File: src/design/fed_pkg.sv
`default_nettype none
// ----------------------------------------------------------------------------
// fed_pkg
// Shared types, constants and arithmetic helpers of the feedback echo delay.
// ----------------------------------------------------------------------------
package fed_pkg;

  localparam int SAMPLE_W   = 24;
  localparam int DLY_W      = 15;
  localparam int GAIN_W     = 16;
  localparam int CFG_W      = 16;
  localparam int CFG_IDX_W  = 2;
  localparam int PROD_W     = SAMPLE_W + GAIN_W + 1;
  localparam int SCALED_W   = PROD_W - 15;
  localparam int SUM_W      = SCALED_W + 1;
  localparam int FIFO_DEPTH = 4;
  localparam int FIFO_AW    = $clog2(FIFO_DEPTH);
  localparam int FIFO_CW    = $clog2(FIFO_DEPTH + 1);

  localparam logic signed [SUM_W-1:0] SAMPLE_MAX = SUM_W'(8388607);
  localparam logic signed [SUM_W-1:0] SAMPLE_MIN = -SUM_W'(8388608);
  localparam logic signed [PROD_W-1:0] ROUND_HALF = PROD_W'(16384);

  // Configuration register indexes
  typedef enum logic [CFG_IDX_W-1:0] {
    REG_DELAY    = 2'd0,
    REG_FEEDBACK = 2'd1,
    REG_ECHO     = 2'd2
  } cfg_reg_t;

  typedef struct packed {
    logic                       channel;
    logic signed [SAMPLE_W-1:0] sample_in;
  } in_t;

  typedef struct packed {
    logic signed [SAMPLE_W-1:0] sample_out;
    logic                       out_channel;
  } out_t;

  // Status of the delay reduction unit
  typedef struct packed {
    logic busy;
    logic on;
  } dly_stat_t;

  // Scale a Q1.15 gain product: round to nearest, ties toward plus infinity
  function automatic logic signed [SCALED_W-1:0] scale_q15(
    input logic signed [PROD_W-1:0] p
  );
    logic signed [PROD_W-1:0] t;
    t = p + ROUND_HALF;
    return t[PROD_W-1:15];
  endfunction

  // Clamp a sum to the signed 24-bit sample range
  function automatic logic signed [SAMPLE_W-1:0] sat_sample(
    input logic signed [SUM_W-1:0] v
  );
    logic signed [SUM_W-1:0] c;
    if (v > SAMPLE_MAX) begin
      c = SAMPLE_MAX;
    end else if (v < SAMPLE_MIN) begin
      c = SAMPLE_MIN;
    end else begin
      c = v;
    end
    return c[SAMPLE_W-1:0];
  endfunction

endpackage
`default_nettype wire

File: src/design/fed_fifo.sv
`default_nettype none
// ----------------------------------------------------------------------------
// fed_fifo
// Small result queue between the processing pipeline and the output channel.
// ----------------------------------------------------------------------------
module fed_fifo
  import fed_pkg::*;
(
  input  wire logic               clk,
  input  wire logic               rst,
  input  wire logic               push,
  input  wire out_t               push_data,
  input  wire logic               pop,
  output out_t                    head,
  output logic      [FIFO_CW-1:0] count
);

  out_t             slots [FIFO_DEPTH];
  logic [FIFO_AW-1:0] wr_ptr;
  logic [FIFO_AW-1:0] rd_ptr;

  // Store pushed results
  always_ff @(posedge clk) begin
    if (push) begin
      slots[wr_ptr] <= push_data;
    end
  end

  // Advance pointers and track fill level
  always_ff @(posedge clk) begin
    if (rst) begin
      wr_ptr <= '0;
      rd_ptr <= '0;
      count  <= '0;
    end else begin
      if (push) begin
        wr_ptr <= wr_ptr + 1'b1;
      end
      if (pop) begin
        rd_ptr <= rd_ptr + 1'b1;
      end
      case ({push, pop})
        2'b10:   count <= count + 1'b1;
        2'b01:   count <= count - 1'b1;
        default: count <= count;
      endcase
    end
  end

  assign head = slots[rd_ptr];

endmodule
`default_nettype wire

File: config.mk
export PLATFORM = sky130hd
export DESIGN_NAME = fed_fifo
export DESIGN_NICKNAME = d
export VERILOG_FILES = /design/src/design/fed_pkg.sv /design/src/design/fed_fifo.sv
export SDC_FILE = /design/constraint.sdc
export NUM_CORES = 1
export LEC_CHECK = 0
export BUFFER_PORTS_ARGS = -buffer_cell sky130_fd_sc_hd__buf_2
export CELL_PAD_IN_SITES_DETAIL_PLACEMENT = 1
export CELL_PAD_IN_SITES_GLOBAL_PLACEMENT = 2
export CORE_ASPECT_RATIO = 1.1
export CORE_MARGIN = 2
export CORE_UTILIZATION = 45
export CTS_CLUSTER_SIZE = 10
export DETAILED_ROUTE_END_ITERATION = 7
export GPL_TIMING_DRIVEN = 1
export PLACE_DENSITY = 0.79
export RECOVER_POWER = 50
export SLEW_MARGIN = 30
export SYNTH_ARGS = -nofsm -noshare
export SYNTH_HDL_FRONTEND = slang
export SYNTH_SLANG_ARGS = --single-unit
File: constraint.sdc
create_clock -name clk -period 4.9 [get_ports clk]
set_input_delay 0.49 -clock clk [delete_from_list [all_inputs] [get_ports clk]]
set_output_delay 0.49 -clock clk [all_outputs]
set_load 0.01 [all_outputs]
==> insert_results.sql <==
INSERT INTO impl_metrics (metric_group, metric, value, unit) VALUES
('worst_setup_path', 'slowest_delay', '670', 'ps'),
('worst_setup_path', 'crit_path_end_kind', 'primary output', ''),
('routing', 'drt_drc_violations_left', '0', ''),
('finish', 'antenna_cells_inserted', '0', ''),
('routing', 'dr.max_layer_used', 'met4', ''),
('finish', 'layout.nets', '272', ''),
('worst_setup_path', 'timing.setup.critical_path_class', 'register to primary output', ''),
('clock_network', 'clockBufferDepth', '2', ''),
('run', 'max_cap_viol_count', '1', ''),
('clock_network', 'cts_hold_repair.buffers', '0', ''),
('pwr', 'switching_share', '23.1', '%'),
('clock_network', 'worst_skew_pair.late_latency', '360', 'ps'),
('sta', 'final.setup_skew', '8.39', 'ps'),
('routing', 'via_count', '1830', ''),
('min_path', 'min-delay-start', 'push_data[2]', ''),
('sta', 'setup_viol', '0', ''),
('pwr', 'power.static_leakage', '1.51', 'nW'),
('global_routing', 'grt-ovfl-total', '0', ''),
('sta', 'setup_repair_after_global_routing_missed_its_margin', 'false', ''),
('logic_synthesis', 'postSynthCellCount', '172', ''),
('routing', 'dr.first_iter.drc_count', '134', ''),
('sta', 'timing.final.crit_period', '2290', 'ps'),
('worst_setup_path', 'critical_path_source_type', 'register', ''),
('sta', 'slew_of_the_pin_with_the_lowest_slew_margin', '1590', 'ps'),
('worst_setup_path', 'ff2ff_path_depth', '3', ''),
('routing', 'final_ant_viol_nets', '0', ''),
('worst_setup_path', 'critical_path.slowest_cell', 'dfxtp_4', ''),
('floorplan', 'floorplan.die.width', '94.6', 'um'),
('clock_network', 'tritoncts', 'done', ''),
('pwr', 'clock_power_share', '27.0', '%'),
('min_path', 'hold-path-cell-count', '1', ''),
('logic_synthesis', 'syn-mean-instance-area', '23.6', 'um^2'),
('worst_setup_path', 'cp.arrival', '1800', 'ps'),
('global_routing', 'global_route.usage.total', '15.8', '%'),
('routing', 'detailroute.wirelength.met2', '3.74', 'mm'),
('sta', 'fmaxAchievable', '437', 'MHz'),
('routing', 'post_drt_wl_per_cell', '19.7', 'um'),
('logic_synthesis', 'synthesized_netlist_net_count', '207', ''),
('clock_network', 'post_cts_resized', '0', ''),
('finish', 'layout_cell_share_with_drive_strength_beyond_1', '27.7', '%'),
('sta', 'timing.max_slew.rel_slack', '-5.77', '%'),
('clock_network', 'clkTransAtPathRegs', '90', 'ps'),
('global_routing', 'grt_first_pass_wirelength', '11.2', 'mm'),
('logic_synthesis', 'yosysUniqueCellTypes', '21', ''),
('min_path', 'worst_hold_path_class', 'input pin to register', ''),
('routing', 'wirelength', '7.03', 'mm'),
('sta', 'maxSlewViolCount', '26', ''),
('routing', 'routedLengthMet1', '2.87', 'mm'),
('finish', 'finalCoreUtilization', '52.0', '%'),
('logic_synthesis', 'netlist_area', '4060', 'um^2'),
('floorplan', 'die_height', '104', 'um'),
('floorplan', 'floorplan.die_area', '9810', 'um^2'),
('pwr', 'seq_power_share', '62.6', '%'),
('floorplan', 'io_pins', '57', ''),
('clock_network', 'post-cts-setup-buffer-count', '0', ''),
('status', 'run_status', 'finished with violations', ''),
('sta', 'setup_tns', '0', 'ps'),
('placed_design', 'gp_congestion', '0.669', ''),
('finish', 'syn2layout_area_growth', '12.9', '%'),
('pwr', 'cellInternalPower', '1.34', 'mW'),
('pwr', 'ir_worst_vdd', '0.141', 'mV'),
('worst_setup_path', 'r2r-start', 'wr_ptr[0]', ''),
('placed_design', 'dp.final_hpwl', '4.52', 'mm'),
('floorplan', 'initial_core_util', '46.0', '%'),
('logic_synthesis', 'synth.yosys.warnings', '0', ''),
('status', 'failed_checks', 'max-capacitance violations, max-slew violations', ''),
('global_routing', 'maximum_number_of_pins_on_one_net_before_global_route_repair', '26', ''),
('logic_synthesis', 'synth_top_area_cell', 'edfxtp_1', ''),
('sta', 'timing.final.crit_share', '46.7', '%'),
('logic_synthesis', 'postSynthRegisterBits', '109', ''),
('clock_network', 'numClockSinks', '109', '');
synth_stat cells (all sizes together):
cell type,n
a21oi,1
and2,4
buf,5
clkbuf,2
dfxtp,9
edfxtp,100
fa,1
ha,5
inv,3
mux2i,2
mux4,25
nand2,1
nor2,7
o21ai,1
or3,1
xnor2,3
xor2,2
how the worst max path moves through the flow:
stage                     endpoint  slack, ps  depth (start not counted)
after global routing      head[19]       2460                          2
after CTS                 head[22]       2250                          2
after detailed placement  head[22]       2660                          2
final                     head[22]       2610                          2
after global placement    head[22]       2640                          2
after floorplan           count[2]       3180                          6
routing by layer:
layer / up-vias / GRT usage (%)
li1: 827 / -
met1: 946 / 19.5
met2: 43 / 26.4
met3: 14 / 4.07
met4: 0 / 6.11
met5: - / 0
critical path, delay by kind of cell, from the launching register on:
family                 cells  cell delay [ps]
muxes                      1              610
buffers and inverters      1              150
DFF                        1              670
cell usage in the layout, fill, tap and decap left out, drive strengths merged, types with 4 or more instances in the layout:
master    n
mux4     25
and2      4
nor2      7
buf      32
ha        5
dfxtp     9
clkbuf   40
edfxtp  100
layout make-up:
type,instances,area [um^2]
Fill cell,837,4240
Sequential cell,109,3190
Multi-Input combinational cell,53,800
Timing Repair Buffer,61,279
Tap cell,114,143
Clock buffer,11,131
Clock inverter,5,37.5
Inverter,3,11.3
cell families after synthesis:
family	share of synthesized area (%)
mux	14.8
compound gates	0.246
simple gates	1.51
buf+inv	2.00
fa+ha+maj	2.03
xor+xnor	1.08
flops	78.3
power groups by stage:
stage / Clock, mW / Sequential, mW / Combinational [mW]
CTS: 0.487 / 1.09 / 0.190
finish: 0.470 / 1.09 / 0.180
global route: 0.524 / 1.10 / 0.199
floorplan: 0 / 1.10 / 0.128
detailed placement: 0 / 1.11 / 0.188
global placement: 0 / 1.11 / 0.184
state kept, by name (all words and copies together), names as in the netlist, named ones only:
register  cells
slots       100
count         3
rd_ptr        2
wr_ptr        2
stage by stage:
stage	total power, mW	std cells	setup slack (ps)	hold slack [ps]	area [um^2]
after global placement	1.29	340	2640	477	4460
after detailed placement	1.30	340	2660	496	4460
after global routing	1.82	356	2460	365	4590
final	1.74	356	2610	384	4590
after CTS	1.77	356	2250	321	4620
after floorplan	1.23	172	3180	485	4060
No activity file was read; power rests on OpenSTA's default activity.
