===== src/design/fed_pkg.sv =====
`default_nettype none
// ----------------------------------------------------------------------------
// fed_pkg
// Shared types, constants and arithmetic helpers of the feedback echo delay.
// ----------------------------------------------------------------------------
package fed_pkg;

  localparam int SAMPLE_W   = 24;
  localparam int DLY_W      = 15;
  localparam int GAIN_W     = 16;
  localparam int CFG_W      = 16;
  localparam int CFG_IDX_W  = 2;
  localparam int PROD_W     = SAMPLE_W + GAIN_W + 1;
  localparam int SCALED_W   = PROD_W - 15;
  localparam int SUM_W      = SCALED_W + 1;
  localparam int FIFO_DEPTH = 4;
  localparam int FIFO_AW    = $clog2(FIFO_DEPTH);
  localparam int FIFO_CW    = $clog2(FIFO_DEPTH + 1);

  localparam logic signed [SUM_W-1:0] SAMPLE_MAX = SUM_W'(8388607);
  localparam logic signed [SUM_W-1:0] SAMPLE_MIN = -SUM_W'(8388608);
  localparam logic signed [PROD_W-1:0] ROUND_HALF = PROD_W'(16384);

  // Configuration register indexes
  typedef enum logic [CFG_IDX_W-1:0] {
    REG_DELAY    = 2'd0,
    REG_FEEDBACK = 2'd1,
    REG_ECHO     = 2'd2
  } cfg_reg_t;

  typedef struct packed {
    logic                       channel;
    logic signed [SAMPLE_W-1:0] sample_in;
  } in_t;

  typedef struct packed {
    logic signed [SAMPLE_W-1:0] sample_out;
    logic                       out_channel;
  } out_t;

  // Status of the delay reduction unit
  typedef struct packed {
    logic busy;
    logic on;
  } dly_stat_t;

  // Scale a Q1.15 gain product: round to nearest, ties toward plus infinity
  function automatic logic signed [SCALED_W-1:0] scale_q15(
    input logic signed [PROD_W-1:0] p
  );
    logic signed [PROD_W-1:0] t;
    t = p + ROUND_HALF;
    return t[PROD_W-1:15];
  endfunction

  // Clamp a sum to the signed 24-bit sample range
  function automatic logic signed [SAMPLE_W-1:0] sat_sample(
    input logic signed [SUM_W-1:0] v
  );
    logic signed [SUM_W-1:0] c;
    if (v > SAMPLE_MAX) begin
      c = SAMPLE_MAX;
    end else if (v < SAMPLE_MIN) begin
      c = SAMPLE_MIN;
    end else begin
      c = v;
    end
    return c[SAMPLE_W-1:0];
  endfunction

endpackage
`default_nettype wire


===== src/design/fed_dly_mod.sv =====
`default_nettype none
// ----------------------------------------------------------------------------
// fed_dly_mod
// Reduces a newly written delay modulo the line depth by reciprocal
// multiplication and subtraction, and holds the result as the read-back offset.
// ----------------------------------------------------------------------------
module fed_dly_mod
  import fed_pkg::*;
#(
  parameter int LINE_DEPTH = 32768,
  parameter int PTR_W      = $clog2(LINE_DEPTH)
) (
  input  wire logic             clk,
  input  wire logic             rst,
  input  wire logic             start,
  input  wire logic [DLY_W-1:0] delay_in,
  output logic      [PTR_W-1:0] back,
  output dly_stat_t             stat
);

  // Quotient by ceil(2^SHIFT / depth) is exact for every 15-bit delay
  localparam int     LOG_D = $clog2(LINE_DEPTH);
  localparam int     SHIFT = DLY_W + LOG_D;
  localparam int     M_W   = DLY_W + 2;
  localparam int     MUL_W = (SHIFT + 1 > DLY_W + M_W) ? SHIFT + 1 : DLY_W + M_W;
  localparam longint RECIP = ((longint'(1) << SHIFT) + longint'(LINE_DEPTH) - 1)
                             / longint'(LINE_DEPTH);
  localparam logic [M_W-1:0]   RECIP_V  = M_W'(RECIP);
  localparam logic [DLY_W-1:0] DEPTH_LO = DLY_W'(LINE_DEPTH);

  logic [DLY_W-1:0] dly;
  logic [MUL_W-1:0] prod;
  logic [DLY_W-1:0] quot;
  logic [DLY_W-1:0] rem;
  logic             mul_pend;
  logic             sub_pend;
  logic             on;

  assign quot = DLY_W'(prod >> SHIFT);

  // Load on a write, multiply by the reciprocal, then subtract quotient times depth
  always_ff @(posedge clk) begin
    if (rst) begin
      dly      <= '0;
      prod     <= '0;
      rem      <= '0;
      mul_pend <= 1'b0;
      sub_pend <= 1'b0;
      on       <= 1'b0;
    end else if (start) begin
      dly      <= delay_in;
      mul_pend <= 1'b1;
      sub_pend <= 1'b0;
      on       <= (delay_in != '0);
    end else begin
      mul_pend <= 1'b0;
      sub_pend <= mul_pend;
      if (mul_pend) begin
        prod <= MUL_W'(dly) * MUL_W'(RECIP_V);
      end
      if (sub_pend) begin
        rem <= dly - DLY_W'(quot * DEPTH_LO);
      end
    end
  end

  assign back      = PTR_W'(rem);
  assign stat.busy = mul_pend || sub_pend;
  assign stat.on   = on;

endmodule
`default_nettype wire


===== config.mk =====
export PLATFORM = sky130hd
export DESIGN_NAME = fed_dly_mod
export DESIGN_NICKNAME = d
export VERILOG_FILES = /design/src/design/fed_pkg.sv /design/src/design/fed_dly_mod.sv
export SDC_FILE = /design/constraint.sdc
export NUM_CORES = 1
export LEC_CHECK = 0
export BUFFER_PORTS_ARGS = -buffer_cell sky130_fd_sc_hd__clkbuf_2
export CAP_MARGIN = 20
export CORE_MARGIN = 8
export CORE_UTILIZATION = 45
export CTS_BUF_LIST = sky130_fd_sc_hd__clkbuf_8
export CTS_CLUSTER_SIZE = 12
export DETAILED_ROUTE_END_ITERATION = 16
export PLACE_DENSITY = 0.74
export SKIP_LAST_GASP = 1
export SLEW_MARGIN = 25
export SYNTH_ARGS = -nofsm -noshare
export SYNTH_HDL_FRONTEND = slang
export SYNTH_SLANG_ARGS = --single-unit

===== constraint.sdc =====
create_clock -name clk -period 1 [get_ports clk]
set_clock_uncertainty 0.1 [all_clocks]
set_input_delay 0.2 -clock clk [delete_from_list [all_inputs] [get_ports clk]]
set_output_delay 0.2 -clock clk [all_outputs]
set_load 0.01 [all_outputs]

==> metrics.sh <==
GRT_MAX_DEGREE=21
CORE_AREA_SQ_UM=2660
DETAILEDROUTE.FIRSTPASSITERATIONCOUNT=4
REGTOREGSETUPSLACK_NS=-0.10
TIMING.SLEW.HEADROOM=0.745
WORST_PATH_MAX_DELAY_CELL='sky130_fd_sc_hd__dfxtp_2'
SYNTH_CELL_TYPES=19
START_POINT_OF_THE_CRITICAL_PATH='sub_pend'
TIMING.CRITICAL_PATH.TO_TYPE='output pin'
SYNTH_SEQUENTIAL_AREA_RATIO=0.545
FINISH.UTILIZATION=0.672
MIN_DELAY_WORST_TYPE='in -> reg'
AVGSYNTHCELLAREA_SQ_UM=9.39
FILLCELLCOUNT=219
MULTIINPUTGATEAREA_SQ_UM=493
CTSHTREEMAXLEVEL=2
FINAL.PERIOD_UTILIZATION=1.25
SYNTHESIZED_NETLIST_NET_COUNT=147
NUM_VIAS=1067
VIOLATIONS_IN_THE_FINAL_REPORTS='setup timing'
TIMING.RR.END='back[9]'
POWER_PER_CELL_AREA_nW_PER_UM2=1520
CP_DATA_ARRIVAL_TIME_NS=0.95
R2R.WORST_PATH.CELLS=5
RUN_STATUS='finished, violations left'
CRIT_PATH_MAX_INCR_DELAY_NS=0.32
CLOCK_TREE.ROOT_CELL='sky130_fd_sc_hd__clkbuf_8'
TIMING.FINAL.CRIT_PERIOD_NS=1.25
TRITONCTS='yes'
DRV.MAX_CAP_VIOLATION_COUNT=0
IO_PINS=35
FINISH.CELL_COUNT_WITHOUT_FILLERS=213
TIMING.FMAX_MHz=799
FIN_NETS=199
REQUIRED_NS=0.70
WL_PER_CELL_UM=13.4
CP_CLASS='reg -> out'
DIEAREA_SQ_UM=4610
INSERTED_CLOCK_BUFFERS=5
TOTALWIRELENGTH_UM=2860
PATH_MAX_FANOUT=2
POSTSYNTHCELLCOUNT=129
RSZ_0062_RAISED_AFTER_GLOBAL_ROUTING='true'
LAYOUT.AREA.SEQ_SQ_UM=683
FRACTION_OF_LAYOUT_INSTANCES_USING_A_DRIVE_STRENGTH_ABOVE_1=0.467
DRT_ITER0_MARKERS=50
CTS.PATH.MAX_BUFFERS=2
REMAINING_DRC_ERRORS=0
FINAL_ANTENNA_NET_COUNT=0
YOSYS_WARNINGS=0
DIE-WIDTH_UM=67.9
ANTENNA_CELLS=0
GRT.OVERFLOW.TOTAL=0
SETUP_VIOL=32
SLEW_WORST_PIN_NS=0.379
SETUP_WS_NS=-0.252
POWER.LEAKAGE_nW=0.787
PORT-BUFFER-COUNT=34
SITE_ROWS=19
POST_SYNTH_INSTANCE_AREA_SQ_UM=1210
ENDPOINT='stat[1]'
SYN2LAYOUT_AREA_GROWTH_PCT=47.6
CLOCK-SINKS=33
LEADING_CELL_TYPES_BY_TOTAL_AREA_AFTER_SYNTHESIS='sky130_fd_sc_hd__dfxtp_1, sky130_fd_sc_hd__mux2i_1, sky130_fd_sc_hd__nand2_1, sky130_fd_sc_hd__a21oi_1, sky130_fd_sc_hd__nor2_1'
POSTCTSHOLDBUFS=0
NUMBER_OF_GLOBAL_ROUTE_VIAS_BEFORE_REPAIR=1129
SYNTH_SEQ_CELLS=33
TIMING.CRITICAL_PATH.CELLS='or2_4, buf_6'
WORST_SETUP_HOLD_PATH_CLK_SLEW_NS=0.06
FLOORPLAN.INITIALDENSITY=0.455
ANTENNA_FOUND_INITIAL=0
GRT_USE_TOTAL=0.138
YOSYSTOPAREACELL='sky130_fd_sc_hd__dfxtp_1'
WORSTREG2REGSTART='sub_pend'
ROUTED_VIA_DENSITY=5.01
VDD_DROP_MAX_mV=1.15
CLOCK_LATENCY_NS=0.28
DIE-HEIGHT_UM=67.9
GLOBALPLACE.CONGESTION=0.780
SLEW_VIOLATIONS=0
SYNTH_TOP_CELL_AREA_SHARE=0.545
FINAL_COUNT_OF_HOLD_TIMING_VIOLATIONS=0
HPWLAFTERDP_UM=2070
CRITPATHLAUNCHTYPE='flip-flop'
PLACE_INST=199
GRT_FIRST_PASS_WIRELENGTH_UM=4800
-- registers in the layout (all words and copies together), names as in the netlist --
signal / count
back: 15
dly: 15
mul_pend: 1
on: 1
sub_pend: 1
-- power breakdown --
group	total [mW]	internal, mW	switching [mW]
combinational	0.240	0.131	0.108
clock	1.08	0.621	0.462
sequential	1.39	1.36	0.0252
-- layout make-up --
cell class,instances,area share
Sequential cell,33,0.382
Multi-Input combinational cell,87,0.276
Clock inverter,1,0.00280
Timing Repair Buffer,54,0.264
Clock buffer,7,0.0539
Tap cell,31,0.0217
-- repair_timing --
item	4_1_cts	5_1_grt
resized for setup	20	38
pin swaps	1	1
setup endpoints to repair	32	32
buffers inserted	4	2
-- cells in the mapped netlist (all sizes together) --
master   n
nand2b   1
and4     1
nor4b    1
nor2    16
a21oi   15
nor3     1
dfxtp   33
nor2b    2
clkbuf   1
nand2   30
or2      1
nor4     3
mux2i   15
nor3b    1
buf      8
-- metrics by stage --
step / TNS, ns / hold WS, ns / setup WS (ns) / instance area, sq um / total power, mW
finish: -1.73 / 0.0770 / -0.252 / 1790 / 2.71
global route: -3.12 / 0.0793 / -0.284 / 1790 / 2.85
CTS: -2.09 / 0.0701 / -0.256 / 1660 / 2.72
floorplan: 0 / 0.247 / 0.0420 / 1210 / 1.53
detailed placement: -2.59 / 0.347 / -0.214 / 1500 / 1.63
global placement: -1.58 / 0.337 / -0.164 / 1500 / 1.62
-- critical path, delay by kind of cell, from the launching register on --
family	cells	cell delay [ns]
buf+inv	1	0.12
flops	1	0.32
simple gates	1	0.24
-- cell families (layout without fill, tap and decap cells) --
group,count (synthesis),in the layout,synth area share
mux,15,15,0.124
flops,33,33,0.545
buf+inv,9,62,0.0558
compound gates,15,15,0.0651
simple gates,57,57,0.210
-- layout by cell type, fill, tap and decap left out, types with 3 or more instances in the layout --
| cell | count |
|---|---|
| sky130_fd_sc_hd__nand2_1 | 30 |
| sky130_fd_sc_hd__buf_6 | 19 |
| sky130_fd_sc_hd__dfxtp_2 | 18 |
| sky130_fd_sc_hd__clkbuf_2 | 17 |
| sky130_fd_sc_hd__nor2_1 | 16 |
| sky130_fd_sc_hd__mux2i_1 | 15 |
| sky130_fd_sc_hd__dfxtp_1 | 15 |
| sky130_fd_sc_hd__buf_4 | 15 |
| sky130_fd_sc_hd__a21oi_1 | 12 |
| sky130_fd_sc_hd__clkbuf_8 | 7 |
| sky130_fd_sc_hd__a21oi_2 | 3 |
| sky130_fd_sc_hd__nor4_1 | 3 |
| sky130_fd_sc_hd__buf_12 | 3 |
-- worst min-delay path by stage --
| stage | start | endpoint | slack, ns | cells after the start |
|---|---|---|---|---|
| after floorplan | delay_in[0] | dly[0] | 0.25 | 2 |
| after global placement | dly[9] | back[9] | 0.34 | 2 |
| after detailed placement | dly[11] | back[11] | 0.35 | 2 |
| after CTS | delay_in[1] | dly[1] | 0.07 | 3 |
| after global routing | delay_in[11] | dly[11] | 0.08 | 3 |
| final | delay_in[1] | dly[1] | 0.08 | 3 |
-- layer usage --
metal / up-vias / track usage / share of wire
met5: - / 0 / 0
met3: 8 / 0.0573 / 0.066
met1: 503 / 0.147 / 0.41
met4: 0 / 0.0742 / 0.020
met2: 28 / 0.231 / 0.50
li1: 528 / - / -
Note: power is estimated with default switching activity, not from simulation.
